===== src/rtl/sssp_pkg.sv =====
package sssp_pkg;

  // request type codes
  typedef enum logic [1:0] {
    REQ_ADD   = 2'd0,
    REQ_RUN   = 2'd1,
    REQ_CLEAR = 2'd2,
    REQ_NONE  = 2'd3
  } req_type_t;

  localparam int NODE_BITS   = 6;
  localparam int DIST_BITS   = 22;
  localparam int W_IN_BITS   = 16;
  localparam int CNT_BITS    = 7;
  localparam int MAX_NODES   = 64;
  localparam int WEIGHT_BITS = 16;
  localparam logic [DIST_BITS-1:0] DIST_MAX = 22'h3FFFFF;

  // classified request handed from front to back
  typedef struct packed {
    req_type_t              kind;
    logic [NODE_BITS-1:0]   end_a;
    logic [NODE_BITS-1:0]   end_b;
    logic [W_IN_BITS-1:0]   weight;
    logic [NODE_BITS-1:0]   source;
  } cmd_t;

  // back-end sequencer states
  typedef enum logic [3:0] {
    ST_IDLE,
    ST_INIT,
    ST_SCAN,
    ST_SCAN_END,
    ST_EDGE,
    ST_EDGE_RD,
    ST_EDGE_RELAX,
    ST_EMIT_RD,
    ST_EMIT_WAIT,
    ST_EMIT
  } state_t;

endpackage


===== src/rtl/sssp_front.sv =====
module sssp_front #(
  parameter int DEPTH = 2
) (
  input  logic                 clk,
  input  logic                 rst,
  input  logic                 in_valid,
  output logic                 in_stall,
  input  logic [1:0]           req_type,
  input  logic [5:0]           edge_end_a,
  input  logic [5:0]           edge_end_b,
  input  logic [15:0]          edge_weight,
  input  logic [5:0]           source_node,
  output logic                 cmd_valid,
  input  logic                 cmd_take,
  output sssp_pkg::cmd_t       cmd
);

  localparam int PTR_BITS = (DEPTH > 1) ? $clog2(DEPTH) : 1;

  sssp_pkg::cmd_t          q [DEPTH];
  logic [PTR_BITS-1:0]     wr_ptr;
  logic [PTR_BITS-1:0]     rd_ptr;
  logic [PTR_BITS:0]       fill;
  logic                    push;
  logic                    pop;
  sssp_pkg::cmd_t          incoming;

  // classify: REQ_NONE requests are dropped here
  always_comb begin
    incoming.kind   = sssp_pkg::req_type_t'(req_type);
    incoming.end_a  = edge_end_a;
    incoming.end_b  = edge_end_b;
    incoming.weight = edge_weight;
    incoming.source = source_node;
  end

  assign in_stall  = (fill == (PTR_BITS+1)'(DEPTH));
  assign push      = in_valid && !in_stall && (req_type != sssp_pkg::REQ_NONE);
  assign cmd_valid = (fill != '0);
  assign pop       = cmd_valid && cmd_take;
  assign cmd       = q[rd_ptr];

  // queue storage
  always_ff @(posedge clk) begin
    if (push) begin
      q[wr_ptr] <= incoming;
    end
  end

  // queue pointers
  always_ff @(posedge clk) begin
    if (rst) begin
      wr_ptr <= '0;
      rd_ptr <= '0;
      fill   <= '0;
    end else begin
      if (push) begin
        wr_ptr <= (wr_ptr == PTR_BITS'(DEPTH-1)) ? '0 : wr_ptr + 1'b1;
      end
      if (pop) begin
        rd_ptr <= (rd_ptr == PTR_BITS'(DEPTH-1)) ? '0 : rd_ptr + 1'b1;
      end
      fill <= fill + (PTR_BITS+1)'(push) - (PTR_BITS+1)'(pop);
    end
  end

endmodule


===== config.mk =====
export PLATFORM = sky130hd
export DESIGN_NAME = sssp_front
export DESIGN_NICKNAME = d
export VERILOG_FILES = /design/src/rtl/sssp_pkg.sv /design/src/rtl/sssp_front.sv
export SDC_FILE = /design/constraint.sdc
export NUM_CORES = 1
export LEC_CHECK = 0
export BUFFER_PORTS_ARGS = -buffer_cell sky130_fd_sc_hd__buf_2
export CORE_MARGIN = 3
export CORE_UTILIZATION = 35
export DETAILED_ROUTE_END_ITERATION = 8
export PLACE_DENSITY = 0.57
export SETUP_SLACK_MARGIN = 0.05
export SLEW_MARGIN = 5
export SYNTH_ARGS = -nofsm -noshare
export SYNTH_HDL_FRONTEND = slang
export SYNTH_SLANG_ARGS = --single-unit
export TNS_END_PERCENT = 50

===== constraint.sdc =====
create_clock -name clk -period 5.75 [get_ports clk]
set_clock_uncertainty 0.15 [all_clocks]
set_input_delay 0.2875 -clock clk [delete_from_list [all_inputs] [get_ports clk]]
set_output_delay 0.2875 -clock clk [all_outputs]
set_load 0.01 [all_outputs]

# Word level (Yosys, flattened, before mapping)
# Memories as Yosys holds them, arrays and structs flattened. A register that Yosys moved wholly into a read port is not among the register bits.
# Cells that the tools add are included.
[word_totals]
ram_bits = 72
reg_bits = 4
n_memories = 1
wordCells = 21
latch_bits = 0
rom_bits = 0
input_bits = 40
[classes]
mux = 6
mul = 0
n_eq_ne = 2
bitwise_logic = 0
n_lt_le_gt_ge = 0
add_sub_neg = 4
div = 0
n_reduce_logical = 5
shift = 0
[mem_list]
columns = ["name", "depth", "word_bits", "rd", "rd_ports_with_merged_regs", "wr", "line", "text"]
rows = [
  ["q", 2, 36, 1, 1, 1, "sssp_front.sv:20", "sssp_pkg::cmd_t q [DEPTH];"],
]
[op_table]
columns = ["cell", "count"]
rows = [
  ["2-to-1 mux 1 bit", 6],
  ["logical AND 1 bit", 3],
  ["adder 1 bit (second input constant)", 2],
  ["adder 2 x 1 -> 2 bit", 1],
  ["equality test 2 bit (second input constant)", 1],
  ["!= test 2 bit (second input constant)", 1],
  ["nonzero test 2 bit", 1],
  ["subtractor 2 x 1 -> 2 bit", 1],
  ["zero test 1 bit", 1],
]

# Logic depth before layout (Yosys ltp)
# Gate-level depths: netlist (run 1).
[depth]
ltp_word = 6
ltp_mapped = 8
mapped_depth_nobuf = 8

# Worst setup path after synthesis (run 1)
# Ideal clock, no wire load.
[synth_timing]
path_kind = "reg-to-reg"
start = "register fill[1]"
end = "memory q[0][0] (netlist name) (enable)"
path_buffers = 0
period_less_slack_ns = 2.736
stages_incl_launch_ff = 4
setup_slack_ns = 3.014
t_arrival_ns = 2.157
setup_ns = 0.429
path_cell_list = "dfxtp_1 > nor2b_4 > nand3b_4 > nor2_1"
[synth_via]
elab_chain_cells = 6
[synth_lines]
columns = ["element", "line", "text"]
rows = [
  ["start: declaration", "sssp_front.sv:23", "logic [PTR_BITS:0] fill;"],
  ["start signal: assignment", "sssp_front.sv:63", "fill <= fill + (PTR_BITS+1)'(push) - (PTR_BITS+1)'(pop);"],
  ["equality test 2 bit", "sssp_front.sv:37", "assign in_stall = (fill == (PTR_BITS+1)'(DEPTH));"],
  ["net in_stall", "sssp_front.sv:7", "output logic in_stall,"],
  ["zero test 1 bit", "sssp_front.sv:38", "assign push = in_valid && !in_stall && (req_type != sssp_pkg::REQ_NONE);"],
  ["logical AND 1 bit (2 in a row)", "sssp_front.sv:38", ""],
  ["2-to-1 mux 1 bit", "sssp_front.sv:45", "if (push) begin"],
  ["2-to-1 mux 1 bit (not written as such)", "sssp_front.sv:46", "q[wr_ptr] <= incoming;"],
  ["end: declaration", "sssp_front.sv:20", ""],
]
# The timed path passes the listed nets, and every way through them passes these cells.

==> results of run 1 <==
[worst max-delay path, stage by stage, from the launching register on]
cell     delay (ns)
dfxtp_2        0.92
mux2_2         0.43
buf_2          0.14
[registers in the layout, indices dropped and copies added, names as in the netlist, named ones only]
signal  flops
rd_ptr      1
q          72
wr_ptr      1
fill        2
[area by class of cell]
cell class / count / area share
sequential: 77 / 0.579
timing repair buffer: 113 / 0.191
multi-input combinational: 56 / 0.147
tap: 102 / 0.0327
clock buffer: 9 / 0.0317
clock inverter: 6 / 0.0163
inverter: 2 / 0.00192
[worst min path at each step]
stage | end | depth (start not counted) | slack [ns]
CTS | flop | 2 | 0.02
detailed placement | q[0][14] | 1 | 0.33
global placement | q[0][28] | 1 | 0.33
finish | flop | 2 | 0.04
floorplan | fill[0] | 1 | 0.21
global route | flop | 2 | 0.04
[routing by layer]
| layer | part of all wire | routed length, microns | global-route usage | vias to the layer above |
|---|---|---|---|---|
| met1 | 0.44 | 2260 | 0.141 | 753 |
| li1 | - | - | - | 771 |
| met4 | 0.013 | 67 | 0.0386 | 0 |
| met2 | 0.48 | 2440 | 0.191 | 59 |
| met5 | 0 | 0 | 0 | - |
| met3 | 0.071 | 364 | 0.0503 | 7 |
[through the flow]
step           instance area [sq um]  hold WS [ns]
2_1_floorplan                   2870         0.209
3_3_place_gp                    3360         0.327
3_5_place_dp                    3360         0.330
4_1_cts                         3910        0.0204
5_1_grt                         3910        0.0362
6_report                        3910        0.0398
[layout by cell type (no fill, tap or decap), types with 2 or more instances in the layout]
cell	netlist	routed
clkinvlp_4	0	2
nor2_1	7	5
dfxtp_1	5	4
inv_1	2	2
dlygate4sd3_1	0	36
edfxtp_1	72	72
ha_1	2	2
clkinv_2	0	2
mux2_2	36	36
clkbuf_8	0	9
buf_2	0	77
nor2_4	0	2
[kinds of logic after synthesis]
family | count (synthesis) | synth area share
xor+xnor | 2 | 0.00610
mux | 37 | 0.146
simple gates | 14 | 0.0310
fa+ha+maj | 2 | 0.00872
flops | 77 | 0.788
buf+inv | 6 | 0.0170
compound gates | 1 | 0.00262
[power groups by stage]
stage / clock network (uW) / logic (uW) / registers [uW]
3_5_place_dp: 0 / 378 / 780
2_1_floorplan: 0 / 288 / 732
4_1_cts: 396 / 399 / 768
5_1_grt: 423 / 433 / 777
3_3_place_gp: 0 / 379 / 776
6_report: 380 / 390 / 764
[repair_timing]
item | in CTS | in global routing
endpoints found under the setup margin | 0 | 0
hold buffers | 36 | 0
hold endpoints to repair | 72 | 0
==> impl_results.html, run 1 <==
<table>
<tr><th>Metric</th><th>Value</th></tr>
<tr><th colspan="2">Logic synthesis</th></tr>
<tr><td>Fraction of synthesized cell area taken by the top area cell type</td><td>0.753</td></tr>
<tr><td>Post-Syn Instances</td><td>139</td></tr>
<tr><td>Synth Net Count</td><td>181</td></tr>
<tr><td>Count of synthesis-stage warnings from yosys</td><td>0</td></tr>
<tr><td>Most instantiated cells after synthesis</td><td>edfxtp_1 (72), mux2_2 (36), nor2_1 (7)</td></tr>
<tr><td>Cell with the most instances after synthesis</td><td>edfxtp_1</td></tr>
<tr><td>Synth area leader</td><td>edfxtp_1</td></tr>
<tr><td>Share of flip-flops with an asynchronous set or reset after synthesis</td><td>0</td></tr>
<tr><td>Unique masters post-synth</td><td>19</td></tr>
<tr><td>Most common flop cell mapped by yosys</td><td>edfxtp_1</td></tr>
<tr><td>Flop and latch count out of synthesis</td><td>77</td></tr>
<tr><td>Post-synth EDFFs</td><td>72</td></tr>
<tr><td>Cell types occupying the most area after synthesis</td><td>edfxtp_1 (75%), mux2_2 (14%), dfxtp_1 (3.5%)</td></tr>
<tr><td>Sequential area share after synthesis</td><td>0.788</td></tr>
<tr><td>Average size of a mapped cell</td><td>20.6 sq um</td></tr>
<tr><td>Post-Synthesis Cell Area</td><td>2870 sq um</td></tr>
<tr><th colspan="2">Global routing</th></tr>
<tr><td>GRT Util Overall</td><td>0.118</td></tr>
<tr><td>Overall overflow remaining after global route</td><td>0</td></tr>
<tr><td>Wire length of the first global-routing pass</td><td>7910 microns</td></tr>
<tr><td>Largest net degree at the start of global routing</td><td>37</td></tr>
<tr><td>Antenna violations before repair</td><td>0</td></tr>
<tr><td>Vias in the first global route</td><td>1,671</td></tr>
<tr><th colspan="2">Timing</th></tr>
<tr><td>Worst relative slew slack</td><td>0.293</td></tr>
<tr><td>Hold violation count in the final report</td><td>0</td></tr>
<tr><td>Total negative setup slack</td><td>0 ns</td></tr>
<tr><td>Final min period</td><td>2.27 ns</td></tr>
<tr><td>Final setup violation count</td><td>0</td></tr>
<tr><td>Max Fclk</td><td>0.440 GHz</td></tr>
<tr><td>Period Utilization, post-route</td><td>0.395</td></tr>
<tr><td>Setup repair after global routing missed its margin</td><td>false</td></tr>
<tr><td>Setup WS post-layout</td><td>3.48 ns</td></tr>
<tr><td>Slew at the pin closest to its max-slew limit</td><td>1.06 ns</td></tr>
<tr><td>Pins Over Slew Limit</td><td>0</td></tr>
<tr><th colspan="2">Floorplanning</th></tr>
<tr><td>I/O pin count</td><td>78</td></tr>
<tr><td>Horizontal die dimension</td><td>96.6 microns</td></tr>
<tr><td>Die height</td><td>96.6 microns</td></tr>
<tr><td>Count of standard-cell rows</td><td>32</td></tr>
<tr><td>Core Area</td><td>7850 sq um</td></tr>
<tr><td>Full die area</td><td>9320 sq um</td></tr>
<tr><td>Starting Density</td><td>0.366</td></tr>
<tr><th colspan="2">Route</th></tr>
<tr><td>Final routed wire length divided by cell count</td><td>14.0 microns</td></tr>
<tr><td>Number of vias per cell</td><td>4.36</td></tr>
<tr><td>Number of DRC markers in iteration 0</td><td>89</td></tr>
<tr><td>Number of remaining DRC errors</td><td>0</td></tr>
<tr><td>Number of detailed-route iterations in the first pass</td><td>4</td></tr>
<tr><td>Total via count in the routed design</td><td>1,590</td></tr>
<tr><td>Total detailed-routing wirelength</td><td>5130 microns</td></tr>
<tr><td>Antenna viol nets, final</td><td>0</td></tr>
<tr><th colspan="2">Critical path</th></tr>
<tr><td>R2R setup slack</td><td>3.71 ns</td></tr>
<tr><td>Worst Setup Start Kind</td><td>flop</td></tr>
<tr><td>Length in cells of the worst reg-to-reg path</td><td>3</td></tr>
<tr><td>Highest fanout seen on the critical path</td><td>36</td></tr>
<tr><td>Critical path endpoint category</td><td>primary output</td></tr>
<tr><td>FF-to-FF End</td><td>q[0][29]</td></tr>
<tr><td>Crit Path Class</td><td>flop to primary output</td></tr>
<tr><td>Data arrival, critical path</td><td>1.84 ns</td></tr>
<tr><td>Source of the worst register-to-register timing path</td><td>fill[0]</td></tr>
<tr><td>Data required time of the critical path</td><td>5.31 ns</td></tr>
<tr><td>Termination of the worst setup path</td><td>cmd[21]</td></tr>
<tr><th colspan="2">Hold path</th></tr>
<tr><td>Class of the tightest hold or removal check</td><td>input pin to flop</td></tr>
<tr><td>Hold path startpoint</td><td>rst</td></tr>
<tr><th colspan="2">Placement</th></tr>
<tr><td>Dpl ws</td><td>3.65 ns</td></tr>
<tr><td>Detailed placement HPWL</td><td>3180 microns</td></tr>
<tr><td>Count of buffers from port buffering</td><td>77</td></tr>
<tr><td>Routability Congestion</td><td>0.641</td></tr>
<tr><td>Cell Count Post-Placement</td><td>314</td></tr>
<tr><th colspan="2">Cells and area</th></tr>
<tr><td>Post-Route Utilization</td><td>0.498</td></tr>
<tr><td>Number of antenna repair diodes</td><td>0</td></tr>
<tr><td>Fill cell instance count of the final layout</td><td>702</td></tr>
<tr><td>Non-filler cells in the finished layout</td><td>365</td></tr>
<tr><td>Share of layout cells above drive strength 1</td><td>0.517</td></tr>
<tr><td>Layout overhead on the synthesized area</td><td>36.1%</td></tr>
<tr><td>Layout Nets</td><td>301</td></tr>
<tr><td>FF+latch area</td><td>2260 sq um</td></tr>
<tr><td>Area of combinational cells with multiple inputs</td><td>574 sq um</td></tr>
<tr><th colspan="2">Pwr</th></tr>
<tr><td>Power, Total</td><td>1530 uW</td></tr>
<tr><td>Share of total power in the clock network</td><td>0.248</td></tr>
<tr><td>Leak</td><td>0.00148 uW</td></tr>
<tr><td>Power density of the placed cells</td><td>393 nW/um^2</td></tr>
<tr><td>Net switching component of the power</td><td>423 uW</td></tr>
<tr><td>Combinational group share of total power</td><td>0.254</td></tr>
<tr><td>IR Drop Worst-Case VDD</td><td>0.216 mV</td></tr>
<tr><td>Internal power</td><td>1110 uW</td></tr>
<tr><td>Fraction of power spent switching nets</td><td>0.276</td></tr>
<tr><td>Power share of the sequential group</td><td>0.498</td></tr>
<tr><th colspan="2">CTS</th></tr>
<tr><td>Clock tree buffer depth</td><td>2</td></tr>
<tr><td>H-tree levels</td><td>3</td></tr>
<tr><td>Post-CTS Setup Inserts</td><td>0</td></tr>
<tr><td>Skew-Pair Late Insertion Delay</td><td>0.33 ns</td></tr>
<tr><td>Clock slew seen by the registers of the worst setup and hold paths</td><td>0.07 ns</td></tr>
<tr><td>Clock tree from TritonCTS</td><td>built</td></tr>
<tr><td>Total number of clock tree sinks</td><td>77</td></tr>
<tr><td>Clock root buffer</td><td>clkbuf_8</td></tr>
<tr><td>Number of buffers created by CTS</td><td>9</td></tr>
<tr><td>Resized cells post-CTS</td><td>0</td></tr>
<tr><th colspan="2">Run</th></tr>
<tr><td>Maximum Capacitance Violations</td><td>0</td></tr>
<tr><th colspan="2">Run status</th></tr>
<tr><td>Outcome</td><td>completed</td></tr>
</table>
No activity file was read; power rests on OpenSTA's default activity.
==> run 2, diff against run 1 <==
- clock period: 5.75 -> 2.3 ns (I/O delays scaled with it)
==> run 2 against run 1 <==
- flip-flop and latch count stayed put
- combinational power rose to 2.8 times the previous value
- register-to-register slack worse by 3.3 ns
- utilization increased by 1.2 points
- power rose to 2.6 times the previous value
- hold slack worse by 0.0081 ns
- clock-buffer cell count stayed put
- die area did not move
- clock power grew to 2.9 times the previous value
==> impl_results.html, run 2 (same netlist as run 1, synthesis figures left out) <==
<table>
<tr><th>Metric</th><th>Value</th></tr>
<tr><th colspan="2">Timing</th></tr>
<tr><td>Final min period</td><td>1.95 ns</td></tr>
<tr><td>Final setup violation count</td><td>0</td></tr>
<tr><td>Hold violation count in the final report</td><td>0</td></tr>
<tr><td>Worst relative slew slack</td><td>0.729</td></tr>
<tr><td>Max Fclk</td><td>0.513 GHz</td></tr>
<tr><td>Slew at the pin closest to its max-slew limit</td><td>0.407 ns</td></tr>
<tr><td>Final Hold Slack</td><td>0.0316 ns</td></tr>
<tr><td>Period Utilization, post-route</td><td>0.847</td></tr>
<tr><td>Pins Over Slew Limit</td><td>0</td></tr>
<tr><td>Setup repair after global routing missed its margin</td><td>false</td></tr>
<tr><th colspan="2">Cells and area</th></tr>
<tr><td>Highest-count cells in the layout ignoring fill and taps</td><td>buf_2 (77), edfxtp_1 (72), dlygate4sd3_1 (37), mux2_2 (36), clkbuf_8 (9)</td></tr>
<tr><td>Non-filler cells in the finished layout</td><td>372</td></tr>
<tr><td>Post-Route Utilization</td><td>0.510</td></tr>
<tr><td>Number of antenna repair diodes</td><td>0</td></tr>
<tr><td>Fill cell instance count of the final layout</td><td>675</td></tr>
<tr><td>FF+latch area</td><td>2260 sq um</td></tr>
<tr><td>Reg with most FFs</td><td>q</td></tr>
<tr><td>Layout overhead on the synthesized area</td><td>39.4%</td></tr>
<tr><td>Layout Nets</td><td>307</td></tr>
<tr><td>Number of flip-flops under the largest register name</td><td>72</td></tr>
<tr><td>Share of layout cells above drive strength 1</td><td>0.526</td></tr>
<tr><td>Area of combinational cells with multiple inputs</td><td>574 sq um</td></tr>
<tr><td>Most common cell after layout, fill and taps aside</td><td>buf_2</td></tr>
<tr><td>Regs by FF count</td><td>q x72, fill x2</td></tr>
<tr><th colspan="2">Critical path</th></tr>
<tr><td>Data arrival, critical path</td><td>1.68 ns</td></tr>
<tr><td>Crit Path Class</td><td>flop to primary output</td></tr>
<tr><td>FF-to-FF End</td><td>fill[1]</td></tr>
<tr><td>Critical path endpoint category</td><td>primary output</td></tr>
<tr><td>R2R setup slack</td><td>0.40 ns</td></tr>
<tr><td>Highest fanout seen on the critical path</td><td>23</td></tr>
<tr><td>Length in cells of the worst reg-to-reg path</td><td>8</td></tr>
<tr><td>Data required time of the critical path</td><td>2.04 ns</td></tr>
<tr><td>Worst Setup Start Kind</td><td>flop</td></tr>
<tr><td>Source of the worst register-to-register timing path</td><td>fill[1]</td></tr>
<tr><th colspan="2">Placement</th></tr>
<tr><td>Routability Congestion</td><td>0.659</td></tr>
<tr><td>Cell Count Post-Placement</td><td>319</td></tr>
<tr><td>Detailed placement HPWL</td><td>3350 microns</td></tr>
<tr><td>Count of buffers from port buffering</td><td>77</td></tr>
<tr><th colspan="2">CTS</th></tr>
<tr><td>Resized cells post-CTS</td><td>0</td></tr>
<tr><td>Clock slew seen by the registers of the worst setup and hold paths</td><td>0.08 ns</td></tr>
<tr><td>Post-CTS Setup Inserts</td><td>0</td></tr>
<tr><td>Number of buffers created by CTS</td><td>9</td></tr>
<tr><td>Clock tree buffer depth</td><td>2</td></tr>
<tr><td>Clock tree from TritonCTS</td><td>built</td></tr>
<tr><td>Hold-fix buffer count after cts</td><td>37</td></tr>
<tr><td>H-tree levels</td><td>3</td></tr>
<tr><td>Skew-Pair Late Insertion Delay</td><td>0.35 ns</td></tr>
<tr><td>Total number of clock tree sinks</td><td>77</td></tr>
<tr><td>Clock root buffer</td><td>clkbuf_8</td></tr>
<tr><th colspan="2">Route</th></tr>
<tr><td>Final routed wire length divided by cell count</td><td>13.9 microns</td></tr>
<tr><td>Number of vias per cell</td><td>4.39</td></tr>
<tr><td>Total via count in the routed design</td><td>1,632</td></tr>
<tr><td>Total detailed-routing wirelength</td><td>5160 microns</td></tr>
<tr><td>Number of remaining DRC errors</td><td>0</td></tr>
<tr><td>Number of detailed-route iterations in the first pass</td><td>3</td></tr>
<tr><td>Antenna viol nets, final</td><td>0</td></tr>
<tr><td>Number of DRC markers in iteration 0</td><td>42</td></tr>
<tr><th colspan="2">Run status</th></tr>
<tr><td>Outcome</td><td>completed</td></tr>
<tr><th colspan="2">Run</th></tr>
<tr><td>Maximum Capacitance Violations</td><td>0</td></tr>
<tr><th colspan="2">Global routing</th></tr>
<tr><td>Antenna violations before repair</td><td>0</td></tr>
<tr><td>Wire length of the first global-routing pass</td><td>7560 microns</td></tr>
<tr><td>Largest net degree at the start of global routing</td><td>24</td></tr>
<tr><td>Vias in the first global route</td><td>1,646</td></tr>
<tr><td>GRT Util Overall</td><td>0.115</td></tr>
<tr><td>Overall overflow remaining after global route</td><td>0</td></tr>
<tr><th colspan="2">Hold path</th></tr>
<tr><td>Worst Hold Endpoint</td><td>wr_ptr</td></tr>
<tr><td>Class of the tightest hold or removal check</td><td>input pin to flop</td></tr>
<tr><td>Worst Hold Depth</td><td>3</td></tr>
<tr><td>Hold path startpoint</td><td>in_valid</td></tr>
<tr><th colspan="2">Floorplanning</th></tr>
<tr><td>Die height</td><td>96.6 microns</td></tr>
<tr><td>I/O pin count</td><td>78</td></tr>
<tr><td>Full die area</td><td>9320 sq um</td></tr>
<tr><td>Starting Density</td><td>0.366</td></tr>
<tr><td>Horizontal die dimension</td><td>96.6 microns</td></tr>
<tr><td>Count of standard-cell rows</td><td>32</td></tr>
<tr><td>Core Area</td><td>7850 sq um</td></tr>
<tr><th colspan="2">Pwr</th></tr>
<tr><td>Power density of the placed cells</td><td>1010 nW/um^2</td></tr>
<tr><td>Power, Total</td><td>4050 uW</td></tr>
<tr><td>Leak</td><td>0.00153 uW</td></tr>
<tr><td>IR Drop Worst-Case VDD</td><td>0.462 mV</td></tr>
</table>
[run 2: cell types whose count changed in the layout (fill, tap and decap cells not counted)]
cell           delta
dlygate4sd3_1     +1
clkinvlp_4        -1
clkinv_2          -1
buf_12            +1
buf_4             +4
bufinv_16         +1
clkinv_4          +2
[run 2: power breakdown]
group,switching (uW),leakage (uW),internal [uW]
sequential,99.9,0.000708,1750
combinational,506,0.000710,572
clock,502,0.000110,616
total,1110,0.00153,2940
[run 2: worst max path at each step]
stage / endpoint / depth (start not counted)
detailed placement: fill[1] / 8
finish: cmd[12] / 3
global route: cmd[12] / 3
floorplan: q[0][0] / 3
global placement: fill[1] / 8
CTS: cmd[12] / 3
[run 2: critical path, cell delays in order, from the launching register on]
cell and delay [ns]:
dfxtp_2 0.59, buf_12 0.24, mux2_2 0.36, buf_2 0.14
[run 2: metal layers]
layer  track usage  wire length [microns]  part of all wire
met1         0.122                   2170              0.42
met2         0.194                   2470              0.48
met3        0.0457                    389             0.075
met4        0.0666                    132             0.026
met5             0                      0                 0
[run 2: layout make-up]
type                    count  share of cell area
well taps                 102              0.0319
flip-flops and latches     77               0.566
clock buffers               9              0.0310
inverters                   2             0.00188
multi-input cells          56               0.144
clock inverters             7              0.0247
repair buffers            119               0.201
[run 2: through the flow]
stage	instance area, sq um	setup WS, ns	setup TNS (ns)
2_1_floorplan	2870	-0.436	-31.39
3_3_place_gp	3410	0.480	0
3_5_place_dp	3410	0.375	0
4_1_cts	4000	0.295	0
5_1_grt	4000	0.259	0
6_report	4000	0.352	0
==> run 3, diff against run 2 <==
- clock period: 2.3 -> 1.8 ns (I/O delays scaled with it)
==> run 3 against run 2 <==
- utilization is 1.2 points higher
- die area unchanged
- combinational power is 42% higher
- clock-buffer cell count is 1 higher
- hold slack gained 0.076 ns
- non-clock buffer count up 3
- clock power rose by 35%
- sequential power rose by 25%
- wire length is 0.93% lower
- final cell count is 0.81% higher
- sequential share of layout area is 1.3 points lower
==> impl_results.html, run 3 (same netlist as run 1, synthesis figures left out) <==
<table>
<tr><th>Metric</th><th>Value</th></tr>
<tr><th colspan="2">Run status</th></tr>
<tr><td>Outcome</td><td>completed</td></tr>
<tr><th colspan="2">Timing</th></tr>
<tr><td>Pins Over Slew Limit</td><td>0</td></tr>
<tr><td>Final setup violation count</td><td>0</td></tr>
<tr><td>Max Fclk</td><td>0.573 GHz</td></tr>
<tr><td>Period Utilization, post-route</td><td>0.969</td></tr>
<tr><td>Setup WS post-layout</td><td>0.0553 ns</td></tr>
<tr><td>Final min period</td><td>1.74 ns</td></tr>
<tr><td>Hold violation count in the final report</td><td>0</td></tr>
<tr><td>Slew at the pin closest to its max-slew limit</td><td>0.232 ns</td></tr>
<tr><td>Setup repair after global routing missed its margin</td><td>true</td></tr>
<tr><td>Worst relative slew slack</td><td>0.845</td></tr>
<tr><th colspan="2">Cells and area</th></tr>
<tr><td>Number of flip-flops under the largest register name</td><td>72</td></tr>
<tr><td>Highest-count cells in the layout ignoring fill and taps</td><td>buf_2 (77), edfxtp_1 (72), dlygate4sd3_1 (37), mux2_2 (36), clkbuf_8 (9)</td></tr>
<tr><td>Layout overhead on the synthesized area</td><td>42.8%</td></tr>
<tr><td>Reg with most FFs</td><td>q</td></tr>
<tr><td>Fill cell instance count of the final layout</td><td>669</td></tr>
<tr><td>Layout Nets</td><td>310</td></tr>
<tr><td>Most common cell after layout, fill and taps aside</td><td>buf_2</td></tr>
<tr><td>Share of layout cells above drive strength 1</td><td>0.553</td></tr>
<tr><td>Regs by FF count</td><td>q x72, fill x2</td></tr>
<tr><td>Number of antenna repair diodes</td><td>0</td></tr>
<tr><td>Final cell area excluding filler cells</td><td>4100 sq um</td></tr>
<tr><th colspan="2">CTS</th></tr>
<tr><td>Skew-Pair Late Insertion Delay</td><td>0.33 ns</td></tr>
<tr><td>Clock tree from TritonCTS</td><td>built</td></tr>
<tr><td>Clock root buffer</td><td>clkbuf_8</td></tr>
<tr><td>Number of buffers created by CTS</td><td>9</td></tr>
<tr><td>H-tree levels</td><td>3</td></tr>
<tr><td>Total number of clock tree sinks</td><td>77</td></tr>
<tr><td>Clock tree buffer depth</td><td>2</td></tr>
<tr><td>Clock slew seen by the registers of the worst setup and hold paths</td><td>0.07 ns</td></tr>
<tr><th colspan="2">Route</th></tr>
<tr><td>Number of vias per cell</td><td>4.31</td></tr>
<tr><td>Total detailed-routing wirelength</td><td>5110 microns</td></tr>
<tr><td>Total via count in the routed design</td><td>1,615</td></tr>
<tr><td>Antenna viol nets, final</td><td>0</td></tr>
<tr><td>Final routed wire length divided by cell count</td><td>13.6 microns</td></tr>
<tr><td>Number of DRC markers in iteration 0</td><td>34</td></tr>
<tr><td>Number of detailed-route iterations in the first pass</td><td>3</td></tr>
<tr><td>Number of remaining DRC errors</td><td>0</td></tr>
<tr><th colspan="2">Hold path</th></tr>
<tr><td>Class of the tightest hold or removal check</td><td>input pin to flop</td></tr>
<tr><td>Worst Hold Depth</td><td>4</td></tr>
<tr><th colspan="2">Placement</th></tr>
<tr><td>Post-place instance area</td><td>3440 sq um</td></tr>
<tr><td>Count of buffers from port buffering</td><td>77</td></tr>
<tr><td>Dpl ws</td><td>0.00522 ns</td></tr>
<tr><td>Routability Congestion</td><td>0.634</td></tr>
<tr><td>Detailed placement HPWL</td><td>3220 microns</td></tr>
<tr><th colspan="2">Floorplanning</th></tr>
<tr><td>Starting Density</td><td>0.366</td></tr>
<tr><td>Full die area</td><td>9320 sq um</td></tr>
<tr><td>Core Area</td><td>7850 sq um</td></tr>
<tr><td>I/O pin count</td><td>78</td></tr>
<tr><td>Die height</td><td>96.6 microns</td></tr>
<tr><td>Horizontal die dimension</td><td>96.6 microns</td></tr>
<tr><td>Count of standard-cell rows</td><td>32</td></tr>
<tr><th colspan="2">Pwr</th></tr>
<tr><td>Internal power</td><td>3960 uW</td></tr>
<tr><td>Share of total power in the clock network</td><td>0.282</td></tr>
<tr><td>Power share of the sequential group</td><td>0.433</td></tr>
<tr><td>IR Drop Worst-Case VDD</td><td>0.774 mV</td></tr>
<tr><td>Leak</td><td>0.00155 uW</td></tr>
<tr><td>Fraction of power spent switching nets</td><td>0.261</td></tr>
<tr><td>Power density of the placed cells</td><td>1310 nW/um^2</td></tr>
<tr><td>Combinational group share of total power</td><td>0.286</td></tr>
<tr><td>Net switching component of the power</td><td>1400 uW</td></tr>
<tr><th colspan="2">Run</th></tr>
<tr><td>Maximum Capacitance Violations</td><td>0</td></tr>
<tr><th colspan="2">Critical path</th></tr>
<tr><td>Critical path endpoint category</td><td>flop</td></tr>
<tr><td>Crit Path Class</td><td>flop to flop</td></tr>
<tr><td>Data arrival, critical path</td><td>1.85 ns</td></tr>
<tr><td>Worst Setup Start Kind</td><td>flop</td></tr>
<tr><td>R2R setup slack</td><td>0.06 ns</td></tr>
<tr><td>Length in cells of the worst reg-to-reg path</td><td>8</td></tr>
<tr><td>Data required time of the critical path</td><td>1.91 ns</td></tr>
<tr><td>Highest fanout seen on the critical path</td><td>3</td></tr>
<tr><th colspan="2">Global routing</th></tr>
<tr><td>GRT met2 Usage</td><td>0.202</td></tr>
<tr><td>Overall overflow remaining after global route</td><td>0</td></tr>
<tr><td>GR peak layer</td><td>met2</td></tr>
<tr><td>GRT Util Overall</td><td>0.114</td></tr>
<tr><td>Global routing usage on met1</td><td>0.123</td></tr>
<tr><td>Wire length of the first global-routing pass</td><td>7700 microns</td></tr>
<tr><td>Largest net degree at the start of global routing</td><td>25</td></tr>
<tr><td>Antenna violations before repair</td><td>0</td></tr>
<tr><td>Vias in the first global route</td><td>1,687</td></tr>
<tr><td>GR Util met3</td><td>0.0349</td></tr>
</table>
run 3: changes by cell type in the layout (fill, tap and decap cells not counted), sizes merged:
cell	change
buf	+3
bufinv	+1
clkbuf	+1
clkinv	-1
inv	-1
run 3: path summary, 6_finish.rpt:
check / startpoint / to
worst max-delay path: fill[1] / fill[1]
worst min-delay path: cmd_take / rd_ptr
worst max register to register: fill[1] / fill[1]
worst min register to register: rd_ptr / rd_ptr
run 3: layer usage:
metal / routed length (microns) / share of wire
met5: 0 / 0
met4: 97 / 0.019
met2: 2590 / 0.51
met1: 2060 / 0.40
met3: 365 / 0.071
run 3: final cells by class:
class                           instances  area [sq um]  area share
Tap cell                              102           128      0.0311
Clock buffer                           10           128      0.0311
Timing Repair Buffer                  122           845       0.206
Clock inverter                          6           111      0.0272
Sequential cell                        77          2270       0.553
Multi-Input combinational cell         56           613       0.150
Inverter                                2          7.51     0.00183
run 3: what timing repair did:
action                                  CTS  global route
setup buffers                             1             0
endpoints found under the hold margin    77             0
pin swaps                                 0             4
endpoints found under the setup margin   23             1
hold buffers                             37             0
resized for setup                         4             6
run 3: metrics by stage:
step,cells,util,hold WS (ns),TNS [ns],total power [uW]
after floorplan,139,-,0.0116,-24.62,3260
after global placement,321,0.438,0.129,0,3750
after detailed placement,321,0.438,0.133,0,3770
after CTS,375,0.519,0.0669,0,5390
after global routing,375,0.522,0.118,-0.0138,5660
final,375,0.522,0.107,0,5360
run 3: worst max-delay path, cell delays in order (launching register included):
cell      delay, ns
dfxtp_2        0.34
nor2b_4        0.12
nand3b_4       0.16
ha_4           0.27
inv_2          0.03
ha_4           0.15
xor2_2         0.17
and2_4         0.14
nor3_2         0.14
run 3: power by group through the flow:
stage,Combinational [uW],Clock (uW),Sequential [uW]
2_1_floorplan,925,0,2330
3_3_place_gp,1410,0,2340
3_5_place_dp,1410,0,2350
4_1_cts,1520,1560,2320
5_1_grt,1670,1650,2340
6_report,1530,1510,2320
